File: src/rtl/frt_pkg.sv
// frt_pkg: shared widths, result codes and control structs for the fragment
// reassembly tracker. No dependencies; used by every module under rtl/.
package frt_pkg;

    localparam int IN_W    = 48;
    localparam int PKT_W   = 16;
    localparam int CNT_W   = 8;
    localparam int BYTES_W = 16;
    localparam int EPOCH_W = 10;

    localparam logic [EPOCH_W-1:0] EPOCH_MAX = '1;
    localparam logic [EPOCH_W-1:0] EPOCH_FIRST = EPOCH_W'(1);

    typedef enum logic [1:0] {
        ST_PENDING  = 2'd0,
        ST_DUP      = 2'd1,
        ST_COMPLETE = 2'd2,
        ST_ERROR    = 2'd3
    } status_t;

    typedef struct packed {
        status_t status;
        logic    used;
        logic    evicted;
        logic    cleared;
    } res_flags_t;

    typedef struct packed {
        logic wr_en;
        logic clr_start;
    } mem_req_t;

endpackage

File: src/rtl/frt_slot_core.sv
// frt_slot_core: slot table (match, open, evict, release, recency ranks,
// epochs) and the per-item decision logic. Depends on frt_pkg.
module frt_slot_core #(
    parameter int NUM_SLOTS = 4,
    parameter int FRAG_BITS = 256,
    parameter int SLOT_W    = 2
) (
    input  logic                                       clk,
    input  logic                                       rst_n,
    input  logic                                       valid,
    input  logic                                       fire,
    input  logic [frt_pkg::PKT_W-1:0]                  pkt,
    input  logic [frt_pkg::CNT_W-1:0]                  total,
    input  logic [frt_pkg::CNT_W-1:0]                  idx,
    input  logic [frt_pkg::BYTES_W-1:0]                len,
    input  logic [frt_pkg::BYTES_W-1:0]                max_bytes,
    input  logic [NUM_SLOTS-1:0][frt_pkg::EPOCH_W-1:0] tags,
    output frt_pkg::res_flags_t                        res,
    output logic [SLOT_W-1:0]                          slot_index,
    output logic [frt_pkg::BYTES_W-1:0]                total_bytes,
    output frt_pkg::mem_req_t                          req,
    output logic [SLOT_W-1:0]                          wr_slot,
    output logic [frt_pkg::EPOCH_W-1:0]                wr_tag,
    output logic                                       wrap_pending
);
    import frt_pkg::*;

    localparam logic [CNT_W:0]    FRAG_LIM = (CNT_W + 1)'(FRAG_BITS);
    localparam logic [SLOT_W-1:0] OLDEST   = SLOT_W'(NUM_SLOTS - 1);

    logic [NUM_SLOTS-1:0]                valid_reg, valid_next;
    logic [NUM_SLOTS-1:0][PKT_W-1:0]     packet_reg, packet_next;
    logic [NUM_SLOTS-1:0][CNT_W-1:0]     expected_reg, expected_next;
    logic [NUM_SLOTS-1:0][CNT_W-1:0]     received_reg, received_next;
    logic [NUM_SLOTS-1:0][BYTES_W-1:0]   bytes_reg, bytes_next;
    logic [NUM_SLOTS-1:0][SLOT_W-1:0]    rank_reg, rank_next;
    logic [NUM_SLOTS-1:0][EPOCH_W-1:0]   epoch_reg, epoch_next;

    logic               hdr_ok, single;
    logic               hit, free_any;
    logic [SLOT_W-1:0]  hit_idx, free_idx, victim_idx, s;
    logic               mismatch, seen, overflow, complete;
    logic [BYTES_W:0]   sum;
    logic [CNT_W-1:0]   rcv_next;
    logic               pending, dup, keep, slot_step, wrap;
    logic [EPOCH_W-1:0] epoch_new;

    always_comb
    begin
        hdr_ok = total != '0 && idx < total && {1'b0, total} <= FRAG_LIM;
        single = total == CNT_W'(1);

        hit = 1'b0;
        hit_idx = '0;
        free_any = 1'b0;
        free_idx = '0;
        victim_idx = '0;
        // downward scans so that the lowest matching slot wins
        for (int j = NUM_SLOTS - 1; j >= 0; j--)
        begin
            if (valid_reg[j] && packet_reg[j] == pkt)
            begin
                hit = 1'b1;
                hit_idx = SLOT_W'(j);
            end
            if (!valid_reg[j])
            begin
                free_any = 1'b1;
                free_idx = SLOT_W'(j);
            end
            if (rank_reg[j] == OLDEST)
            begin
                victim_idx = SLOT_W'(j);
            end
        end

        s = hit ? hit_idx : (free_any ? free_idx : victim_idx);
        mismatch = hit && expected_reg[s] != total;
        seen = hit && tags[s] == epoch_reg[s];
        sum = {1'b0, (hit ? bytes_reg[s] : BYTES_W'(0))} + {1'b0, len};
        overflow = sum > {1'b0, max_bytes};
        rcv_next = (hit ? received_reg[s] : CNT_W'(0)) + 1'b1;
        complete = rcv_next == total;

        slot_step = hdr_ok && !single;
        dup = slot_step && !mismatch && seen;
        pending = slot_step && !mismatch && !seen && !overflow && !complete;
        keep = dup || pending;
        epoch_new = (epoch_reg[s] == EPOCH_MAX) ? EPOCH_FIRST : epoch_reg[s] + 1'b1;
        wrap = pending && !hit && epoch_reg[s] == EPOCH_MAX;
    end

    always_comb
    begin
        res.status  = ST_ERROR;
        res.used    = 1'b0;
        res.evicted = 1'b0;
        res.cleared = 1'b0;
        slot_index  = '0;
        total_bytes = '0;
        if (hdr_ok && single)
        begin
            res.status  = ST_COMPLETE;
            total_bytes = len;
        end
        else if (slot_step)
        begin
            res.used   = 1'b1;
            slot_index = s;
            if (mismatch)
            begin
                res.cleared = 1'b1;
            end
            else
            begin
                res.evicted = !hit && !free_any;
                priority if (seen)
                begin
                    res.status = ST_DUP;
                end
                else if (overflow)
                begin
                    res.cleared = 1'b1;
                end
                else if (complete)
                begin
                    res.status  = ST_COMPLETE;
                    res.cleared = 1'b1;
                    total_bytes = sum[BYTES_W-1:0];
                end
                else
                begin
                    res.status = ST_PENDING;
                end
            end
        end
    end

    assign req.wr_en     = fire && pending;
    assign req.clr_start = fire && wrap;
    assign wr_slot       = s;
    assign wr_tag        = hit ? epoch_reg[s] : epoch_new;
    assign wrap_pending  = valid && wrap;

    always_comb
    begin
        valid_next    = valid_reg;
        packet_next   = packet_reg;
        expected_next = expected_reg;
        received_next = received_reg;
        bytes_next    = bytes_reg;
        rank_next     = rank_reg;
        epoch_next    = epoch_reg;
        if (fire && slot_step)
        begin
            for (int j = 0; j < NUM_SLOTS; j++)
            begin
                if (SLOT_W'(j) != s && valid_reg[j])
                begin
                    if (hit && keep && rank_reg[j] < rank_reg[s])
                    begin
                        rank_next[j] = rank_reg[j] + 1'b1;
                    end
                    else if (hit && !keep && rank_reg[j] > rank_reg[s])
                    begin
                        rank_next[j] = rank_reg[j] - 1'b1;
                    end
                    else if (!hit && keep)
                    begin
                        rank_next[j] = rank_reg[j] + 1'b1;
                    end
                end
            end
            valid_next[s] = keep;
            rank_next[s]  = '0;
            if (pending)
            begin
                received_next[s] = rcv_next;
                bytes_next[s]    = sum[BYTES_W-1:0];
                if (!hit)
                begin
                    packet_next[s]   = pkt;
                    expected_next[s] = total;
                    epoch_next[s]    = epoch_new;
                end
            end
        end
    end

    always_ff @(posedge clk or negedge rst_n)
    begin
        if (!rst_n)
        begin
            valid_reg    <= '0;
            packet_reg   <= '0;
            expected_reg <= '0;
            received_reg <= '0;
            bytes_reg    <= '0;
            rank_reg     <= '0;
            epoch_reg    <= '0;
        end
        else
        begin
            valid_reg    <= valid_next;
            packet_reg   <= packet_next;
            expected_reg <= expected_next;
            received_reg <= received_next;
            bytes_reg    <= bytes_next;
            rank_reg     <= rank_next;
            epoch_reg    <= epoch_next;
        end
    end

endmodule

File: config.mk
export PLATFORM = sky130hd
export DESIGN_NAME = frt_slot_core
export DESIGN_NICKNAME = d
export VERILOG_FILES = /design/src/rtl/frt_pkg.sv /design/src/rtl/frt_slot_core.sv
export SDC_FILE = /design/constraint.sdc
export NUM_CORES = 1
export LEC_CHECK = 0
export ABC_CLOCK_PERIOD_IN_PS = 12540
export BUFFER_PORTS_ARGS = -buffer_cell sky130_fd_sc_hd__buf_2
export CORE_MARGIN = 2
export CORE_UTILIZATION = 41
export DETAILED_ROUTE_END_ITERATION = 7
export HOLD_SLACK_MARGIN = 0.05
export PLACE_DENSITY = 0.65
export SLEW_MARGIN = 20
export SYNTH_ARGS = -nofsm -noshare
export SYNTH_HDL_FRONTEND = slang
export SYNTH_SLANG_ARGS = --single-unit
export TNS_END_PERCENT = 10
File: constraint.sdc
create_clock -name clk -period 12.54 [get_ports clk]
set_clock_uncertainty 0.15 [all_clocks]
set_input_delay 0.627 -clock clk [delete_from_list [all_inputs] [get_ports clk]]
set_output_delay 0.627 -clock clk [all_outputs]
set_load 0.01 [all_outputs]
==> impl_metrics.ini <==
[route]
drt_pass1_iterations = 7
ant_nets = 0
drt-total-wl_um = 40200
drc_errors = 0
drt_iter0_markers = 804
wire_per_inst_um = 18.5
via_per_inst = 5.64
num_vias = 12300

[critical_path]
crit_fanout = 43
path_class = reg -> out
rrSetupSlack_ps = 2100
cp.arrival_ps = 9920
end_kind = output port
crit_slowest_cell = or4_1
cpPeakStageDelay_ps = 710
worst_setup_path_start_kind = flip-flop
required_ps = 11760
crit_top_cell = a21oi_1

[synthesis]
syn-instance-count = 1590
yosysUniqueCellTypes = 85
synth_area_um2 = 15300
dominantRegCellSynth = dfrtp_1
syn_avg_cell_area_um2 = 9.60
ys_ff_latch = 244
synth.top_cells.by_area = dfrtp_1, mux2_2, nand2_1
synth_top_area_share_pct = 40.0
ys_async_sr_fraction_pct = 100
synth_top_area_cell = dfrtp_1
yosys_warnings = 0
syn_nets = 1752
synth_edf_count = 0
yosysSeqAreaShare_pct = 40.0

[cells_and_area]
final_layout_size_suffix_gt1_share_pct = 23.3
fin_util_pct = 47.3
final_cells = 2173
area_growth_pct = 13.4
fill_cells = 3418
layout_common_cells = nand2_1, dfrtp_1, mux2_2
final_common_cell = nand2_1
nets = 1846

[timing]
finalSetupTns_ps = 0
final_hold_viol_count = 0
whs_ps = 316
rsz0062_at_grt = false
setup_viol = 0
finalCriticalPeriod_ps = 10690
fmax_ghz = 0.0935
drv_slew = 0
tightest_slew_ps = 1050
timing.final.crit_share_pct = 85.3
setup_ws_ps = 1850
slew_headroom_pct = 30.0

[pwr]
peakVddDrop_mv = 0.154
p_leak_uw = 0.00795
powerDensity_nw_per_um2 = 219

[min_path]
hp-class = in -> reg

[run_status]
outcome = finished, final reports clean

[flow_run]
max_cap_viol_count = 0

[placed_design]
place_congestion = 0.917
dp.cells = 2122
dp_hpwl_um = 27800
numPortBuffers = 145
detailedPlace.worstSlack_ps = 1860

[clock_tree]
numCtsBuffers = 27
clk_latency_ps = 540
ctsHtreeMaxLevel = 1
cts_setup_buffers = 0
clk_pin_slew_ps = 60
cts_sinks = 244
cts_tree = yes
ctsRootBufferMaster = clkbuf_16
clockBufferDepth = 3

[global_routing]
grt.total_usage_pct = 20.7
grt_first_pass_wirelength_um = 64700
grt_max_degree = 120
grt_pass1_vias = 12000
antenna_found_initial = 1
grt.overflow.total = 0

[floorplan]
io_pins = 146
rows = 70
dieWidth_um = 197
start_util_pct = 41.7
core_area_um2 = 36600
die_area_um2 = 38800
die_y_um = 197
==> layer usage <==
| layer | track usage [%] | up-vias | wire (um) |
|---|---|---|---|
| li1 | - | 5811 | - |
| met1 | 28.6 | 6041 | 17800 |
| met2 | 33.9 | 344 | 19200 |
| met3 | 2.98 | 64 | 2100 |
| met4 | 6.24 | 0 | 1040 |
| met5 | 0 | - | 0 |
==> synthesized netlist by cell type, types with 4 or more instances <==
library cell  count
a211oi_1          7
a21boi_0          5
a21o_1            9
a21oi_1          44
a22o_1           18
a311oi_1         18
a31oi_1          19
and2_1            7
and3_1           46
and4_1            5
buf_1             8
buf_2            19
buf_6             5
clkbuf_1         57
dfrtp_1         244
ha_1             53
inv_1            52
mux2_1            7
mux2_2          161
mux2i_1          27
nand2_1         266
nand2b_1          8
nand3_1          36
nand4_1          33
nor2_1           44
nor2b_1          11
nor3_1           20
nor3b_1           5
nor4_1           10
o211ai_1          6
o21a_1            4
o21ai_0         105
o21bai_1          6
or2_2             5
or3_1             6
or4_1             6
xnor2_1         109
xor2_1           31
==> final timing paths <==
kind                                                endpoint                          from  cells after the start
worst max register to register    packet_reg[48]$_DFFE_PN0P_    packet_reg[57]$_DFFE_PN0P_                     33
min in group asynchronous          packet_reg[2]$_DFFE_PN0P_                         rst_n                      2
max in group asynchronous          bytes_reg[51]$_DFFE_PN0P_                         rst_n                      3
worst min-delay path              packet_reg[48]$_DFFE_PN0P_                        pkt[0]                      2
worst min register to register  expected_reg[15]$_DFFE_PN0P_  expected_reg[15]$_DFFE_PN0P_                      2
worst max-delay path                                  req[0]    packet_reg[57]$_DFFE_PN0P_                     33
==> report_power, final <==
group / internal, uW / switching (uW) / leakage [uW]
Sequential: 1110 / 229 / 0.00308
Combinational: 665 / 899 / 0.00438
Clock: 557 / 331 / 0.000488
Total: 2330 / 1460 / 0.00795
==> area by class of cell <==
type | instances | area (um2) | area share, %
antenna | 1 | 2.50 | 0.0145
clock buffer | 32 | 724 | 4.18
clock inverter | 17 | 277 | 1.60
inverter | 54 | 203 | 1.17
multi-input combinational | 1200 | 8570 | 49.5
sequential | 244 | 6110 | 35.3
tap | 468 | 586 | 3.38
timing repair buffer | 157 | 845 | 4.88
==> critical path, delay by kind of cell, from the launching register on <==
family | cells | cell delay (ps)
and+or+nand+nor | 10 | 3170
AOI/OAI and AO/OA | 17 | 3690
buffers and inverters | 2 | 860
DFF | 1 | 390
xor gates and xnor gates | 2 | 560
adders and majority gates | 2 | 640
==> per-stage QoR <==
step | total power [uW] | area, um2
after floorplan | 2460 | 15300
after global placement | 2850 | 16300
after detailed placement | 2900 | 16300
after CTS | 3800 | 17300
after global routing | 4060 | 17300
final | 3790 | 17300
==> cell families after synthesis <==
logic type | share of synthesized area [%]
AO/OA/AOI/OAI | 12.0
XOR/XNOR | 8.18
adder cells (fa/ha/maj) | 4.47
buffers and inverters | 4.05
flip-flops | 40.0
multiplexers | 14.3
AND/OR/NAND/NOR | 17.0
==> repair_timing <==
action | in CTS | in global routing
hold buffers | 1 | 0
resized for setup | 0 | 0
endpoints found under the hold margin | 91 | 0
(Power assumes the default switching activity.)
